### src/hdl/rgbds_pkg.sv
`timescale 1ns / 1ps

package rgbds_pkg;

    localparam int PIX_W    = 16;
    localparam int GRAY_W   = 7;
    localparam int COORD_W  = 7;
    localparam int GRAY_MAX = 125;

    localparam logic [PIX_W-1:0] RED_MASK   = 16'b1111100000000000;
    localparam logic [PIX_W-1:0] GREEN_MASK = 16'b0000011111100000;
    localparam logic [PIX_W-1:0] BLUE_MASK  = 16'b0000000000011111;

    typedef struct packed {
        logic evt;
        logic add;
        logic emit;
        logic last;
    } ctl_t;

    function automatic logic [GRAY_W-1:0] gray_of(input logic [PIX_W-1:0] w);
        logic [PIX_W-1:0] red;
        logic [PIX_W-1:0] green;
        logic [PIX_W-1:0] blue;
        red   = (w & RED_MASK) >> 11;
        green = (w & GREEN_MASK) >> 5;
        blue  = w & BLUE_MASK;
        return GRAY_W'(red) + GRAY_W'(green) + GRAY_W'(blue);
    endfunction

endpackage

### src/hdl/rgbds_ram.sv
`timescale 1ns / 1ps

module rgbds_ram #(
    parameter int WIDTH = 9,
    parameter int DEPTH = 96,
    localparam int AW = (DEPTH > 1) ? $clog2(DEPTH) : 1
) (
    input  logic             clk,
    input  logic             wr_en,
    input  logic [AW-1:0]    wr_addr,
    input  logic [WIDTH-1:0] wr_data,
    input  logic             rd_en,
    input  logic [AW-1:0]    rd_addr,
    output logic [WIDTH-1:0] rd_data
);

    logic [WIDTH-1:0] mem_reg [DEPTH];
    logic [WIDTH-1:0] rd_data_reg;

    always_ff @(posedge clk)
    begin
        if (wr_en)
        begin
            mem_reg[wr_addr] <= wr_data;
        end
        if (rd_en)
        begin
            rd_data_reg <= mem_reg[rd_addr];
        end
    end

    assign rd_data = rd_data_reg;

endmodule

### src/hdl/rgbds_acc.sv
`timescale 1ns / 1ps

module rgbds_acc #(
    parameter int IN_WIDTH  = 320,
    parameter int IN_HEIGHT = 240,
    parameter int OUT_SIZE  = 96,
    localparam int RF      = IN_HEIGHT / OUT_SIZE,
    localparam int CF      = IN_WIDTH / OUT_SIZE,
    localparam int RF_S    = (RF > 0) ? RF : 1,
    localparam int CF_S    = (CF > 0) ? CF : 1,
    localparam int OC_W    = $clog2(OUT_SIZE),
    localparam int PSUM_W  = $clog2(CF_S * rgbds_pkg::GRAY_MAX + 1)
) (
    input  logic                         clk,
    input  logic                         rst_n,
    input  logic                         take,
    input  logic [rgbds_pkg::PIX_W-1:0]  pixel_word,
    input  logic                         frame_start,
    output rgbds_pkg::ctl_t              ctl,
    output logic [OC_W-1:0]              oc,
    output logic [OC_W-1:0]              orow,
    output logic [PSUM_W-1:0]            psum
);

    localparam bit ENABLE  = (RF > 0) && (CF > 0);
    localparam int ROW_LIM = OUT_SIZE * RF;
    localparam int COL_LIM = OUT_SIZE * CF;
    localparam int ROW_W   = $clog2(IN_HEIGHT);
    localparam int COL_W   = $clog2(IN_WIDTH);
    localparam int RPH_W   = (RF_S > 1) ? $clog2(RF_S) : 1;
    localparam int CPH_W   = (CF_S > 1) ? $clog2(CF_S) : 1;

    logic [ROW_W-1:0]  row_reg,  row_next;
    logic [COL_W-1:0]  col_reg,  col_next;
    logic [RPH_W-1:0]  rph_reg,  rph_next;
    logic [CPH_W-1:0]  cph_reg,  cph_next;
    logic [OC_W-1:0]   orow_reg, orow_next;
    logic [OC_W-1:0]   oc_reg,   oc_next;
    logic [PSUM_W-1:0] psum_reg, psum_next;

    logic [ROW_W-1:0]  r;
    logic [COL_W-1:0]  c;
    logic [RPH_W-1:0]  rph;
    logic [CPH_W-1:0]  cph;
    logic [OC_W-1:0]   orow_b;
    logic [OC_W-1:0]   oc_b;
    logic [PSUM_W-1:0] psum_b;
    logic [PSUM_W-1:0] psum_add;
    logic              row_in;
    logic              col_in;
    logic              col_last;

    always_comb
    begin
        r        = frame_start ? '0 : row_reg;
        c        = frame_start ? '0 : col_reg;
        rph      = frame_start ? '0 : rph_reg;
        cph      = frame_start ? '0 : cph_reg;
        orow_b   = frame_start ? '0 : orow_reg;
        oc_b     = frame_start ? '0 : oc_reg;
        psum_b   = frame_start ? '0 : psum_reg;
        psum_add = psum_b + PSUM_W'(rgbds_pkg::gray_of(pixel_word));
        row_in   = 32'(r) < 32'(ROW_LIM);
        col_in   = 32'(c) < 32'(COL_LIM);
        col_last = cph == CPH_W'(CF_S - 1);

        ctl.evt  = ENABLE && row_in && col_in && col_last;
        ctl.add  = rph != '0;
        ctl.emit = rph == RPH_W'(RF_S - 1);
        ctl.last = (orow_b == OC_W'(OUT_SIZE - 1)) && (oc_b == OC_W'(OUT_SIZE - 1));
        oc       = oc_b;
        orow     = orow_b;
        psum     = psum_add;
    end

    always_comb
    begin
        row_next  = row_reg;
        col_next  = col_reg;
        rph_next  = rph_reg;
        cph_next  = cph_reg;
        orow_next = orow_reg;
        oc_next   = oc_reg;
        psum_next = psum_reg;
        if (take)
        begin
            if (ENABLE && row_in && col_in)
            begin
                psum_next = col_last ? '0 : psum_add;
            end
            else
            begin
                psum_next = psum_b;
            end

            if (c == COL_W'(IN_WIDTH - 1))
            begin
                col_next = '0;
                cph_next = '0;
                oc_next  = '0;
                if (r == ROW_W'(IN_HEIGHT - 1))
                begin
                    row_next  = '0;
                    rph_next  = '0;
                    orow_next = '0;
                end
                else
                begin
                    row_next  = r + 1'b1;
                    rph_next  = rph;
                    orow_next = orow_b;
                    if (row_in)
                    begin
                        if (rph == RPH_W'(RF_S - 1))
                        begin
                            rph_next  = '0;
                            orow_next = (orow_b == OC_W'(OUT_SIZE - 1)) ? '0 : orow_b + 1'b1;
                        end
                        else
                        begin
                            rph_next = rph + 1'b1;
                        end
                    end
                end
            end
            else
            begin
                col_next  = c + 1'b1;
                row_next  = r;
                rph_next  = rph;
                orow_next = orow_b;
                cph_next  = cph;
                oc_next   = oc_b;
                if (col_in)
                begin
                    if (col_last)
                    begin
                        cph_next = '0;
                        oc_next  = (oc_b == OC_W'(OUT_SIZE - 1)) ? '0 : oc_b + 1'b1;
                    end
                    else
                    begin
                        cph_next = cph + 1'b1;
                    end
                end
            end
        end
    end

    always_ff @(posedge clk or negedge rst_n)
    begin
        if (!rst_n)
        begin
            row_reg  <= '0;
            col_reg  <= '0;
            rph_reg  <= '0;
            cph_reg  <= '0;
            orow_reg <= '0;
            oc_reg   <= '0;
            psum_reg <= '0;
        end
        else
        begin
            row_reg  <= row_next;
            col_reg  <= col_next;
            rph_reg  <= rph_next;
            cph_reg  <= cph_next;
            orow_reg <= orow_next;
            oc_reg   <= oc_next;
            psum_reg <= psum_next;
        end
    end

endmodule

### src/hdl/rgbds_div.sv
`timescale 1ns / 1ps

module rgbds_div #(
    parameter int DIVISOR = 6,
    parameter int TOT_W   = 10,
    parameter int OC_W    = 7
) (
    input  logic                           clk,
    input  logic                           rst_n,
    input  logic                           in_valid,
    output logic                           in_ready,
    input  logic [TOT_W-1:0]               total,
    input  logic [OC_W-1:0]                row,
    input  logic [OC_W-1:0]                col,
    input  logic                           last,
    output logic                           result_valid,
    input  logic                           result_stall,
    output logic [rgbds_pkg::GRAY_W-1:0]   out_value,
    output logic [rgbds_pkg::COORD_W-1:0]  out_row,
    output logic [rgbds_pkg::COORD_W-1:0]  out_col,
    output logic                           last_of_frame
);

    localparam int DIV_L  = $clog2(DIVISOR);
    localparam int SHIFT  = TOT_W + DIV_L;
    localparam int PROD_W = 2 * TOT_W + 1;
    localparam longint unsigned RECIP = ((64'd1 << SHIFT) + DIVISOR - 1) / DIVISOR;

    logic                           s2_valid_reg, s2_valid_next;
    logic [TOT_W-1:0]               s2_total_reg;
    logic [OC_W-1:0]                s2_row_reg;
    logic [OC_W-1:0]                s2_col_reg;
    logic                           s2_last_reg;

    logic                           out_valid_reg, out_valid_next;
    logic [rgbds_pkg::GRAY_W-1:0]   out_value_reg;
    logic [rgbds_pkg::COORD_W-1:0]  out_row_reg;
    logic [rgbds_pkg::COORD_W-1:0]  out_col_reg;
    logic                           out_last_reg;

    logic                           out_ready;
    logic                           s2_ready;
    logic [PROD_W-1:0]              prod;

    assign out_ready = !out_valid_reg || !result_stall;
    assign s2_ready  = !s2_valid_reg || out_ready;
    assign in_ready  = s2_ready;
    assign prod      = PROD_W'(s2_total_reg) * PROD_W'(RECIP);

    always_comb
    begin
        s2_valid_next  = s2_ready ? in_valid : s2_valid_reg;
        out_valid_next = out_ready ? s2_valid_reg : out_valid_reg;
    end

    always_ff @(posedge clk or negedge rst_n)
    begin
        if (!rst_n)
        begin
            s2_valid_reg  <= 1'b0;
            out_valid_reg <= 1'b0;
        end
        else
        begin
            s2_valid_reg  <= s2_valid_next;
            out_valid_reg <= out_valid_next;
        end
    end

    always_ff @(posedge clk)
    begin
        if (s2_ready && in_valid)
        begin
            s2_total_reg <= total;
            s2_row_reg   <= row;
            s2_col_reg   <= col;
            s2_last_reg  <= last;
        end
        if (out_ready && s2_valid_reg)
        begin
            out_value_reg <= rgbds_pkg::GRAY_W'(prod >> SHIFT);
            out_row_reg   <= rgbds_pkg::COORD_W'(s2_row_reg);
            out_col_reg   <= rgbds_pkg::COORD_W'(s2_col_reg);
            out_last_reg  <= s2_last_reg;
        end
    end

    assign result_valid  = out_valid_reg;
    assign out_value     = out_value_reg;
    assign out_row       = out_row_reg;
    assign out_col       = out_col_reg;
    assign last_of_frame = out_last_reg;

endmodule

### src/hdl/rgb565_gray_box_downscaler.sv
`timescale 1ns / 1ps
// RGB565 to gray box downscaler.
// Pixel channel: pixel_valid / pixel_stall carry pixel_word and frame_start in
// raster order; a transfer happens on a rising edge with valid high, stall low.
// Each pixel becomes gray = R5 + G6 + B5 and is summed over windows of
// IN_HEIGHT/OUT_SIZE rows by IN_WIDTH/OUT_SIZE columns (2 x 3 by default).
// Per output column the sum of the earlier window rows lives in a one-port-
// write, one-port-read RAM of OUT_SIZE entries; the last pixel of each window
// row reads it, except in the window's first row, and writes it, except in its last.
// Result channel: result_valid / result_stall carry out_value (window average,
// truncated), out_row, out_col and last_of_frame. One transfer per window, on
// its bottom-right pixel; no result for pixels outside the windows.
// Throughput: one pixel per clock while pixel_stall is low. The result goes
// from the window's last pixel through the RAM read, the add into the total
// register and the reciprocal multiply into the output register.
// Reset clears the position counters, the running sum and all valid flags; the
// RAM is not cleared, each entry is written before it is read.
// When result_stall is held the output register holds its value, the pipeline
// fills and then pixel_stall rises; no pixel is lost.

module rgb565_gray_box_downscaler #(
    parameter int IN_WIDTH  = 320,
    parameter int IN_HEIGHT = 240,
    parameter int OUT_SIZE  = 96
) (
    input  logic                            clk,
    input  logic                            rst_n,
    input  logic                            pixel_valid,
    output logic                            pixel_stall,
    input  logic [rgbds_pkg::PIX_W-1:0]     pixel_word,
    input  logic                            frame_start,
    output logic                            result_valid,
    input  logic                            result_stall,
    output logic [rgbds_pkg::GRAY_W-1:0]    out_value,
    output logic [rgbds_pkg::COORD_W-1:0]   out_row,
    output logic [rgbds_pkg::COORD_W-1:0]   out_col,
    output logic                            last_of_frame
);

    localparam int RF        = IN_HEIGHT / OUT_SIZE;
    localparam int CF        = IN_WIDTH / OUT_SIZE;
    localparam int RF_S      = (RF > 0) ? RF : 1;
    localparam int CF_S      = (CF > 0) ? CF : 1;
    localparam int DIVISOR   = RF_S * CF_S;
    localparam int OC_W      = $clog2(OUT_SIZE);
    localparam int PSUM_W    = $clog2(CF_S * rgbds_pkg::GRAY_MAX + 1);
    localparam int STORE_MAX = (RF_S - 1) * CF_S * rgbds_pkg::GRAY_MAX;
    localparam int STORE_W   = (STORE_MAX > 0) ? $clog2(STORE_MAX + 1) : 1;
    localparam int TOT_W     = $clog2(DIVISOR * rgbds_pkg::GRAY_MAX + 1);

    rgbds_pkg::ctl_t     ctl;
    logic [OC_W-1:0]     acc_oc;
    logic [OC_W-1:0]     acc_orow;
    logic [PSUM_W-1:0]   acc_psum;
    logic                pixel_take;

    logic                s1_valid_reg, s1_valid_next;
    logic [PSUM_W-1:0]   s1_psum_reg;
    logic                s1_add_reg;
    logic                s1_emit_reg;
    logic                s1_last_reg;
    logic [OC_W-1:0]     s1_oc_reg;
    logic [OC_W-1:0]     s1_orow_reg;
    logic                s1_fwd_reg;
    logic [STORE_W-1:0]  s1_fwd_data_reg;

    logic                s1_adv;
    logic                div_ready;
    logic                rd_en;
    logic [STORE_W-1:0]  rd_data;
    logic                wr_en;
    logic [STORE_W-1:0]  wr_data;
    logic [STORE_W-1:0]  stored;
    logic [TOT_W-1:0]    total;

    assign s1_adv      = !s1_emit_reg || div_ready;
    assign pixel_stall = s1_valid_reg && !s1_adv;
    assign pixel_take  = pixel_valid && !pixel_stall;

    rgbds_acc #(
        .IN_WIDTH  (IN_WIDTH),
        .IN_HEIGHT (IN_HEIGHT),
        .OUT_SIZE  (OUT_SIZE)
    ) u_acc (
        .clk         (clk),
        .rst_n       (rst_n),
        .take        (pixel_take),
        .pixel_word  (pixel_word),
        .frame_start (frame_start),
        .ctl         (ctl),
        .oc          (acc_oc),
        .orow        (acc_orow),
        .psum        (acc_psum)
    );

    assign rd_en   = pixel_take && ctl.evt && ctl.add;
    assign wr_en   = s1_valid_reg && !s1_emit_reg;
    assign stored  = s1_fwd_reg ? s1_fwd_data_reg : rd_data;
    assign total   = TOT_W'(s1_psum_reg) + (s1_add_reg ? TOT_W'(stored) : '0);
    assign wr_data = STORE_W'(total);

    rgbds_ram #(
        .WIDTH (STORE_W),
        .DEPTH (OUT_SIZE)
    ) u_col_ram (
        .clk     (clk),
        .wr_en   (wr_en),
        .wr_addr (s1_oc_reg),
        .wr_data (wr_data),
        .rd_en   (rd_en),
        .rd_addr (acc_oc),
        .rd_data (rd_data)
    );

    always_comb
    begin
        if (pixel_take)
        begin
            s1_valid_next = ctl.evt;
        end
        else if (s1_adv)
        begin
            s1_valid_next = 1'b0;
        end
        else
        begin
            s1_valid_next = s1_valid_reg;
        end
    end

    always_ff @(posedge clk or negedge rst_n)
    begin
        if (!rst_n)
        begin
            s1_valid_reg <= 1'b0;
        end
        else
        begin
            s1_valid_reg <= s1_valid_next;
        end
    end

    // forward a same-entry write that lands with the read
    always_ff @(posedge clk)
    begin
        if (pixel_take)
        begin
            s1_psum_reg     <= acc_psum;
            s1_add_reg      <= ctl.add;
            s1_emit_reg     <= ctl.emit;
            s1_last_reg     <= ctl.last;
            s1_oc_reg       <= acc_oc;
            s1_orow_reg     <= acc_orow;
            s1_fwd_reg      <= wr_en && (s1_oc_reg == acc_oc);
            s1_fwd_data_reg <= wr_data;
        end
    end

    rgbds_div #(
        .DIVISOR (DIVISOR),
        .TOT_W   (TOT_W),
        .OC_W    (OC_W)
    ) u_div (
        .clk           (clk),
        .rst_n         (rst_n),
        .in_valid      (s1_valid_reg && s1_emit_reg),
        .in_ready      (div_ready),
        .total         (total),
        .row           (s1_orow_reg),
        .col           (s1_oc_reg),
        .last          (s1_last_reg),
        .result_valid  (result_valid),
        .result_stall  (result_stall),
        .out_value     (out_value),
        .out_row       (out_row),
        .out_col       (out_col),
        .last_of_frame (last_of_frame)
    );

endmodule
### config.mk
export PLATFORM = sky130hd
export DESIGN_NAME = rgb565_gray_box_downscaler
export DESIGN_NICKNAME = d
export VERILOG_FILES = /design/src/hdl/rgbds_pkg.sv /design/src/hdl/rgbds_ram.sv /design/src/hdl/rgbds_acc.sv /design/src/hdl/rgbds_div.sv /design/src/hdl/rgb565_gray_box_downscaler.sv
export SDC_FILE = /design/constraint.sdc
export NUM_CORES = 1
export LEC_CHECK = 0
export ABC_AREA = 1
export BUFFER_PORTS_ARGS = -buffer_cell sky130_fd_sc_hd__buf_2
export CAP_MARGIN = 10
export CORE_ASPECT_RATIO = 2
export CORE_MARGIN = 2
export CORE_UTILIZATION = 37
export DETAILED_ROUTE_END_ITERATION = 7
export GPL_TIMING_DRIVEN = 0
export MAX_ROUTING_LAYER = met4
export SLEW_MARGIN = 10
export SYNTH_ARGS = -nofsm -noshare
export SYNTH_HDL_FRONTEND = slang
export SYNTH_SLANG_ARGS = --single-unit
### constraint.sdc
create_clock -name clk -period 10.12 [get_ports clk]
set_input_delay 1.518 -clock clk [delete_from_list [all_inputs] [get_ports clk]]
set_output_delay 1.518 -clock clk [all_outputs]
set_load 0.1 [all_outputs]
## Word-level counts from Yosys, hierarchy flattened

Memory sizes are Yosys's and may differ from the RTL's. A register that Yosys moved wholly into a read port is not among the register bits.
Cells that the tools add are included.

| storage, ports and cells | value |
|---|---|
| register bits after elaboration | 128 |
| memory bits (writable) | 864 |
| input port bits | 21 |
| output and inout port bits | 24 |
| word-level logic and storage cells | 101 |
| memories | 1 |

Memories:

| memory | depth | bits a word | rd ports | clocked after Yosys merged registers in | wr ports | line | text |
|---|---|---|---|---|---|---|---|
| u_col_ram.mem_reg | 96 | 9 | 1 | 1 | 1 | rgbds_ram.sv:17 | `logic [WIDTH-1:0] mem_reg [DEPTH];` |

| operators by class | value |
|---|---|
| add/subtract/negate cells | 10 |
| multipliers | 1 |
| $lt $le $gt $ge | 2 |
| eq/ne operators | 6 |
| muxes and demuxes | 34 |
| reductions and logical operators | 22 |

Operators by type and width:

| kind | number |
|---|---|
| $mux W7 | 11 |
| $mux W9 | 7 |
| $mux W8 | 3 |
| $mul A10 B10 Y19 const B | 1 |
| $add A7 B1 Y7 const B | 2 |
| $eq A7 B7 Y1 const B | 2 |
| $logic_and A1 B1 Y1 | 12 |
| $add A9 B9 Y10 | 1 |
| $add A9 B1 Y9 const B | 1 |
| $add A9 B7 Y9 | 1 |
| $eq A9 B9 Y1 const B | 1 |
| $lt A9 B9 Y1 const B | 1 |
| $mux W1 | 9 |
| $add A8 B1 Y8 const B | 1 |
| $eq A8 B8 Y1 const B | 1 |
| $lt A8 B8 Y1 const B | 1 |
| $mux W2 | 4 |
| $add A5 B6 Y7 | 1 |
| $add A7 B5 Y7 | 1 |
| $eq A7 B7 Y1 | 1 |
| $logic_not A1 Y1 | 6 |
| $logic_or A1 B1 Y1 | 3 |
| $add A2 B1 Y2 const B | 1 |
| $eq A2 B2 Y1 const B | 1 |
| 2 further kinds | 2 |

## Logic depth before layout (Yosys ltp)

Gate-level depths: netlist (run 1).

| logic depth | value |
|---|---|
| depth in word-level cells | 10 |
| depth in mapped cells | 18 |
| depth with buffers taken out | 18 |

## Cells and area by module

A second synthesis (run 1) with hierarchy kept.

| second synthesis, totals | value |
|---|---|
| cells, all modules | 4002 |
| area total of the unflattened synthesis | 44493.9 sq um |

Modules (own cells, without submodules):

| module | times used | cells an instance | area an instance (sq um) | sequential area each (sq um) |
|---|---|---|---|---|
| rgbds_ram | 1 | 2987 | 35641.7 | 26215.1 |
| rgbds_acc | 1 | 516 | 3597.2 | 1076.0 |
| rgbds_div | 1 | 317 | 3422.0 | 1461.4 |
| rgb565_gray_box_downscaler | 1 | 182 | 1833.0 | 1106.1 |

## Worst setup path before layout (run 1)

Ideal clock, no wire load.

| timing | value |
|---|---|
| path type | register -> register |
| from | reg s1_fwd_reg |
| to | reg s1_fwd_data_reg[8], data pin |
| setup time | 711 ps |
| arrival | 4559 ps |
| required time | 9409 ps |
| path slack | 4850 ps |
| cell stages (with the launch flop) | 14 |
| buffers on the path | 1 |
| clock period less this slack | 5270 ps |
| cell sequence | edfxtp_1 clkbuf_1 clkinv_1 nor2_1 nor2_1 ha_1 inv_1 fa_1 nor3_1 nor2_1 nor2_1 o21ai_0 nand2_1 xor2_1 |

| on the way | value |
|---|---|
| word-level cells in the longest chain between the ends | 3 |

RTL lines:

| item | line | text |
|---|---|---|
| start: declaration | rgb565_gray_box_downscaler.sv:64 | `logic s1_fwd_reg;` |
| start signal: assignment | rgb565_gray_box_downscaler.sv:154 | `s1_fwd_reg <= wr_en && (s1_oc_reg == acc_oc);` |
| $mux W9 | rgb565_gray_box_downscaler.sv:98 | `assign stored = s1_fwd_reg ? s1_fwd_data_reg : rd_data;` |
| $mux W9 | rgb565_gray_box_downscaler.sv:99 | `assign total = TOT_W'(s1_psum_reg) + (s1_add_reg ? TOT_W'(stored) : '0);` |
| $add A9 B9 Y10 | rgb565_gray_box_downscaler.sv:99 |  |
| via total[8] | rgb565_gray_box_downscaler.sv:74 | `logic [TOT_W-1:0] total;` |
| end signal: assignment | rgb565_gray_box_downscaler.sv:155 | `s1_fwd_data_reg <= wr_data;` |
| end: declaration | rgb565_gray_box_downscaler.sv:65 | `logic [STORE_W-1:0] s1_fwd_data_reg;` |

The timed path passes the listed nets, and every way through them passes these cells.
A chain may end at the register's enable or synchronous reset.

## Final worst setup path (run 1)

| timing | value |
|---|---|
| from | in frame_start |
| to | reg u_acc.psum_reg[7] |

| on the way | value |
|---|---|
| word-level cells in the longest chain between the ends | 4 |
| elaborated cells on any way between the ends | 11 |
| those cells by class | add/sub: 1; order compare: 2; eq/ne: 1; mux: 6; reduce/logical: 1 |

RTL lines:

| item | line | text |
|---|---|---|
| start: declaration | rgb565_gray_box_downscaler.sv:31 | `input logic frame_start,` |
| $mux W9 | rgbds_acc.sv:61 | `psum_b = frame_start ? '0 : psum_reg;` |
| $add A9 B7 Y9 | rgbds_acc.sv:62 | `psum_add = psum_b + PSUM_W'(rgbds_pkg::gray_of(pixel_word));` |
| via acc_psum[7] | rgb565_gray_box_downscaler.sv:54 | `logic [PSUM_W-1:0] acc_psum;` |
| $mux W9 | rgbds_acc.sv:89 | `psum_next = col_last ? '0 : psum_add;` |
| $mux W9 | rgbds_acc.sv:87 | `if (ENABLE && row_in && col_in)` |
| end signal: assignment | rgbds_acc.sv:170 | `psum_reg <= psum_next;` |
| end: declaration | rgbds_acc.sv:39 | `logic [PSUM_W-1:0] psum_reg, psum_next;` |

The timed path passes the listed nets, and every way through them passes these cells.

==> results of run 1 <==
-- report_power, final --
| part | total (mW) | switching [mW] | internal [mW] |
|---|---|---|---|
| Clock | 3.53 | 1.54 | 1.99 |
| Combinational | 2.49 | 1.76 | 0.731 |
| Sequential | 5.45 | 0.0264 | 5.43 |
-- critical path: cells and delay by family --
family	cells	cell delay (ns)
buffers and inverters	4	1.10
AO/OA/AOI/OAI	3	0.53
XOR/XNOR	1	0.21
AND/OR/NAND/NOR	4	0.46
adder cells (fa/ha/maj)	3	1.20
-- metal layers --
metal	vias up	wire [um]	global-route usage (%)
met4	0	15700	21.3
met1	14900	43400	20.3
met5	-	0	-
li1	14400	-	-
met2	1159	76000	42.7
met3	468	7330	3.25
-- synth_stat cells, types with 3 or more instances --
| library cell | n |
|---|---|
| buf_2 | 83 |
| xor2_1 | 16 |
| nand3_1 | 608 |
| o21bai_1 | 3 |
| dfrtp_1 | 46 |
| or2_2 | 9 |
| xnor2_1 | 12 |
| ha_1 | 82 |
| nor2_4 | 3 |
| buf_1 | 23 |
| nand4_1 | 6 |
| buf_4 | 30 |
| o211ai_1 | 75 |
| o21ai_0 | 137 |
| a21oi_1 | 63 |
| nor4_1 | 4 |
| edfxtp_1 | 955 |
| inv_1 | 579 |
| nor2_2 | 3 |
| nor3_1 | 19 |
| a22oi_1 | 6 |
| inv_2 | 4 |
| fa_1 | 32 |
| o21ai_1 | 75 |
| nand2_2 | 4 |
| nand2_1 | 865 |
| o22ai_1 | 11 |
| nor2_1 | 349 |
| buf_6 | 31 |
| clkbuf_1 | 38 |
-- final cells by class --
cell class / instances / area [um2] / share of cell area (%)
repair buffers: 80 / 992 / 1.94
diodes: 1 / 2.50 / 0.00488
inverters: 585 / 2200 / 4.30
plain buffers: 205 / 1220 / 2.38
clock inverters: 48 / 693 / 1.35
flip-flops and latches: 1001 / 29800 / 58.2
multi-input cells: 2395 / 12100 / 23.7
clock buffers: 104 / 2230 / 4.35
well taps: 1555 / 1950 / 3.80
-- per-stage QoR --
stage / instances / setup slack [ns] / area, um2
finish: 5974 / 5.71 / 51200
CTS: 5973 / 5.75 / 51200
global route: 5974 / 5.53 / 51200
detailed placement: 5821 / 5.04 / 48300
global placement: 5784 / -1.56 / 47400
floorplan: 4186 / 4.85 / 45200
-- logic make-up (layout without fill, tap and decap cells) --
family / Yosys count / after routing / synth area share [%]
AO/OA/AOI/OAI: 377 / 377 / 4.71
flip-flops: 1001 / 1001 / 65.9
XOR/XNOR: 28 / 28 / 0.542
AND/OR/NAND/NOR: 1876 / 1876 / 17.6
other: 0 / 1 / 0
adder cells (fa/ha/maj): 114 / 114 / 3.68
buffers and inverters: 790 / 1022 / 7.55
-- worst min path at each step --
| stage | endpoint | slack, ns | cells past startpoint |
|---|---|---|---|
| floorplan | u_div.last_of_frame | 0.40 | 0 |
| global placement | u_div.s2_row_reg[6] | 0.40 | 0 |
| detailed placement | u_div.last_of_frame | 0.40 | 0 |
| CTS | u_div.s2_row_reg[4] | 0.42 | 0 |
| global route | u_div.out_row[0] | 0.42 | 0 |
| finish | u_div.out_row[0] | 0.42 | 0 |
==> results.cfg, run 1 <==
[detailed_routing]
vias = 30900
drtPass1Iterations = 8
drc = 1
final_antenna_net_count = 0
initialDrtViolationCount = 2400
routed_via_density = 5.18
drt_wl_total_um = 142000
wl_per_cell_um = 23.8

[min_path]
hold_path.class = reg2reg
min_from = u_div.s2_row_reg[0]

[final_layout]
final_common_cell = edfxtp_1
area_growth_pct = 13.2
final_cell_mix = 955 x edfxtp_1, 865 x nand2_1, 608 x nand3_1
fin_nets = 4487
drive_gt1_share_pct = 8.85
largest_register_ffs = 864
fillers = 11300
fin_util_pct = 42.2

[timing]
max_freq_mhz = 227
hold_ws_ns = 0.418
worstMarginPinSlew_ns = 1.25
hold_violations = 0
fin_crit_sh_pct = 43.6
layout_min_cycle_time_ns = 4.41
relSlewSlack_pct = 16.8
finalSetupViolations = 0
rsz0062_at_grt = no
setup_tns_ns = 0
skew_ns = 0.0304
slew_viol_final = 0

[die]
fp.dieH_um = 499
core_area_mm2 = 0.121
start_util_pct = 37.3
ios = 45
die_x_um = 251
placementRows = 181
die_area_mm2 = 0.125

[clock_tree]
clock_latency_ns = 0.70
cts-root-buf = clkbuf_16
htreeDepth = 3
tritoncts = done
clockBufferDepth = 3
holdBufCountCts = 0
cts_sinks = 1001
numCtsBuffers = 84
clk_pin_slew_ns = 0.07
post_cts_resized = 0
post_cts_buffers = 0

[place]
place_congestion = 0.995
hpwl_um = 106000
place.port_buffers = 43

[status]
violations = design-rule violations
status = complete, but fails checks

[run]
maxCapViolCount = 0

[critical_path]
crit_end = u_acc.psum_reg[7]
crit_fanout = 10
path_cells = buf_6, buf_2, buf_1, nor2_1, fa_1, ha_1, inv_1, fa_1, o21ai_0, nand2_1, nand2_1, a21oi_1, xnor2_1, nand2_1, a21oi_1
cp_slowest_cell = buf_1
reg2reg_slack_ns = 5.79
regToRegStartpoint = u_div.s2_total_reg[5]
crit_arrival_ns = 5.03
crit_path_max_incr_delay_ns = 0.59
start_kind = input port
r2r_cells = 17
critPathKind = in2reg
cpMostUsedCell = nand2_1
rr_endpoint = u_div.out_value[6]
endpoint_kind = register
critPathLaunch = frame_start
crit_required_ns = 10.73

[grt]
grt_max_degree = 69
grt_use_total_pct = 23.3
antenna_found_initial = 1
grt_pass1_vias = 30900
grt_first_pass_wirelength_um = 203000
gr-total-overflow = 0

[yosys]
synth_edf_count = 955
synth_flop_cell = edfxtp_1
asyncSetResetFlopFracSynth_pct = 4.60
synth_cell_types = 44
ys_seq_elements = 1001
synth_top_area_share_pct = 63.4
ys_seq_area_share_pct = 65.9
synth_top_area_cell = edfxtp_1
netlist_area_mm2 = 0.0452
syn_nets = 4321
synth_area_leaders = edfxtp_1 63%, nand2_1 7.2%, nand3_1 6.7%, inv_1 4.8%, nor2_1 2.9%
synthCells = 4186
syn_area_per_cell_um2 = 10.8
yosysWarnings = 0

[power_and_ir_drop]
p_leak_nw = 20.1
finalPower_mw = 11.5
power_per_cell_area_mw_per_mm2 = 224
ir_drop_uv = 158
(Power assumes the default switching activity.)
==> run 2: changes to the inputs <==
ABC_AREA = 0   (was 1)
clock period = 4.1 ns   (was 10.12 ns; I/O delays follow)
==> results.cfg, run 2 <==
[status]
status = complete, but fails checks
violations = negative setup slack

[final_layout]
largest_register_ffs = 864
multi_input_area_mm2 = 0.0118
final_cell_mix = 955 x edfxtp_1, 161 x mux2i_1, 142 x o21ai_0
area_growth_pct = 14.4
fillers = 10300
fin_nets = 2995
final_common_cell = edfxtp_1
drive_gt1_share_pct = 15.3
register_area_mm2 = 0.0298

[yosys]
yosysMostFrequentCell = edfxtp_1
synthCells = 2681
syn_nets = 2816
ys_seq_elements = 1001
synth_flop_cell = edfxtp_1
yosysWarnings = 0
netlist_area_mm2 = 0.0421
syn_area_per_cell_um2 = 15.7
synth_edf_count = 955
synth_top_area_share_pct = 68.1
ys_seq_area_share_pct = 70.8
synth_top_area_cell = edfxtp_1
synth_cell_types = 75
synth_area_leaders = edfxtp_1 68%, mux2i_1 3.8%, dfrtp_1 2.7%, ha_1 2.4%, mux4_2 1.9%
asyncSetResetFlopFracSynth_pct = 4.60
synthTopCellsByCount = 955 x edfxtp_1, 161 x mux2i_1, 142 x o21ai_0

[critical_path]
crit_fanout = 3
endpoint_kind = register
crit_required_ns = 4.52
critPathLaunch = u_div.s2_total_reg[5]
critPathKind = reg2reg
start_kind = register
crit_arrival_ns = 4.58
regToRegStartpoint = u_div.s2_total_reg[5]

[min_path]
hold_path.class = in2reg
min_from = result_stall

[power_and_ir_drop]
power_per_cell_area_mw_per_mm2 = 540
sw_frac_of_total_pct = 26.9
power_frac_clock_pct = 30.0
ir_drop_uv = 407
pwr-share-seq_pct = 50.4
p_int_mw = 19.0
p_leak_nw = 15.4
p_comb_share_pct = 19.5
finalPower_mw = 26.0
power_switching_mw = 7.02

[place]
place_congestion = 0.988
hpwl_um = 88000
place.port_buffers = 44
preCtsSetupSlack_ns = -2.07

[clock_tree]
clock_latency_ns = 0.69
cts-root-buf = clkbuf_16
clk_pin_slew_ns = 0.07
clockBufferDepth = 3
htreeDepth = 3
cts_sinks = 1001
numCtsBuffers = 79
tritoncts = done

[timing]
relSlewSlack_pct = 15.1
max_freq_mhz = 240
worstMarginPinSlew_ns = 1.27
slew_viol_final = 0
finalSetupViolations = 2
rsz0062_at_grt = yes
layout_setup_ws_ns = -0.0581
layout_min_cycle_time_ns = 4.16
fin_crit_sh_pct = 101
skew_ns = 0.0320
hold_violations = 0

[grt]
grt_max_degree = 56
grt_use_total_pct = 21.3
antenna_found_initial = 2
grt_first_pass_wirelength_um = 173000
gr-total-overflow = 0
grt_pass1_vias = 25800

[die]
core_area_mm2 = 0.113
die_area_mm2 = 0.117
fp.dieH_um = 481
start_util_pct = 37.2
ios = 45
placementRows = 175
die_x_um = 243

[detailed_routing]
routed_via_density = 5.60
vias = 24800
wl_per_cell_um = 27.4
final_antenna_net_count = 0
drtPass1Iterations = 7
drc = 0
initialDrtViolationCount = 1869
drt_wl_total_um = 121000

[run]
maxCapViolCount = 0
[run 2: changes by cell type after synthesis, moves of 46 or more]
cell / before / now
nand3_1: 608 / 28
o21ai_1: 75 / 2
o211ai_1: 75 / 12
o22ai_1: 11 / 110
o221ai_1: 0 / 54
nor2_1: 349 / 132
mux2i_1: 0 / 161
a22oi_1: 6 / 64
mux2_2: 0 / 46
nor2b_1: 0 / 53
nand2_1: 865 / 125
inv_1: 579 / 60
[run 2: final timing paths]
| check | endpoint | slack [ns] | cells after the start |
|---|---|---|---|
| setup / recovery | u_div.out_value[6] | -0.06 | 16 |
| hold / removal | u_div.result_valid | 0.17 | 2 |
| setup reg to reg | u_div.out_value[6] | -0.06 | 16 |
| hold reg to reg | u_div.out_col[5] | 0.42 | 0 |
| max in group asynchronous | u_acc.orow_reg[2] | 3.13 | 2 |
| min in group asynchronous | u_acc.psum_reg[0] | 0.49 | 2 |
[run 2: cells by family (layout without fill, tap and decap cells)]
logic type               Yosys count  after routing  synth area share [%]
flip-flops                      1001           1001                  70.8
AND/OR/NAND/NOR                  432            432                  5.02
adder cells (fa/ha/maj)          114            114                  3.95
XOR/XNOR                          30             31                 0.623
AO/OA/AOI/OAI                    640            640                  10.3
multiplexers                     243            243                  6.98
other                              0              2                     0
buffers and inverters            221            459                  2.30
[run 2: repair_timing]
action | 4_1_cts | 5_1_grt
hold buffers | 0 | 1
endpoints found under the setup margin | 291 | 156
setup buffers | 15 | 8
cloned | 1 | 0
resized for setup | 30 | 26
hold endpoints to repair | 0 | 3
pin swaps | 19 | 18
[run 2: power groups by stage]
stage / Sequential [mW] / Combinational, mW / Clock, mW
after floorplan: 13.5 / 2.01 / 0
after global placement: 13.7 / 3.62 / 0
after detailed placement: 13.4 / 4.90 / 0
after CTS: 13.1 / 5.06 / 7.89
after global routing: 13.1 / 5.39 / 8.29
final: 13.1 / 5.09 / 7.82
[run 2: final cells by class]
class	count	area share, %
Antenna cell	2	0.0104
Buffer	156	1.54
Clock buffer	97	4.35
Clock inverter	44	0.962
Inverter	63	0.495
Multi-Input combinational cell	1460	24.5
Sequential cell	1001	61.8
Tap cell	1504	3.90
Timing Repair Buffer	99	2.41
[run 2: per-stage QoR]
stage	area [um2]	utilization (%)	hold WS (ns)	instances	setup TNS (ns)
finish	48200	42.5	0.168	4426	-0.115
global route	48200	42.5	0.162	4426	-1.01
CTS	48000	42.4	0.145	4415	-0.131
detailed placement	45100	39.8	0.405	4260	-110.18
global placement	44300	39.1	0.402	4229	-1481.59
floorplan	42200	-	0.319	2681	0
[run 2: metal layers]
layer  global-route usage [%]  share of wire (%)  wire length, um
met1                     19.3                 31            38100
met2                     39.2                 55            66300
met3                     3.21                4.9             5990
met4                     16.7                8.9            10800
met5                        -                  0                0
[run 2: critical path, cell delays in order, from the launching register on]
cell	delay, ns
edfxtp_1	0.46
ha_4	0.29
ha_4	0.26
inv_2	0.03
fa_1	0.51
inv_2	0.05
fa_1	0.51
inv_2	0.04
fa_1	0.52
inv_2	0.06
ha_4	0.27
nand3_2	0.06
a21o_1	0.20
a21oi_2	0.17
a31oi_1	0.06
a311oi_1	0.31
xnor2_1	0.11
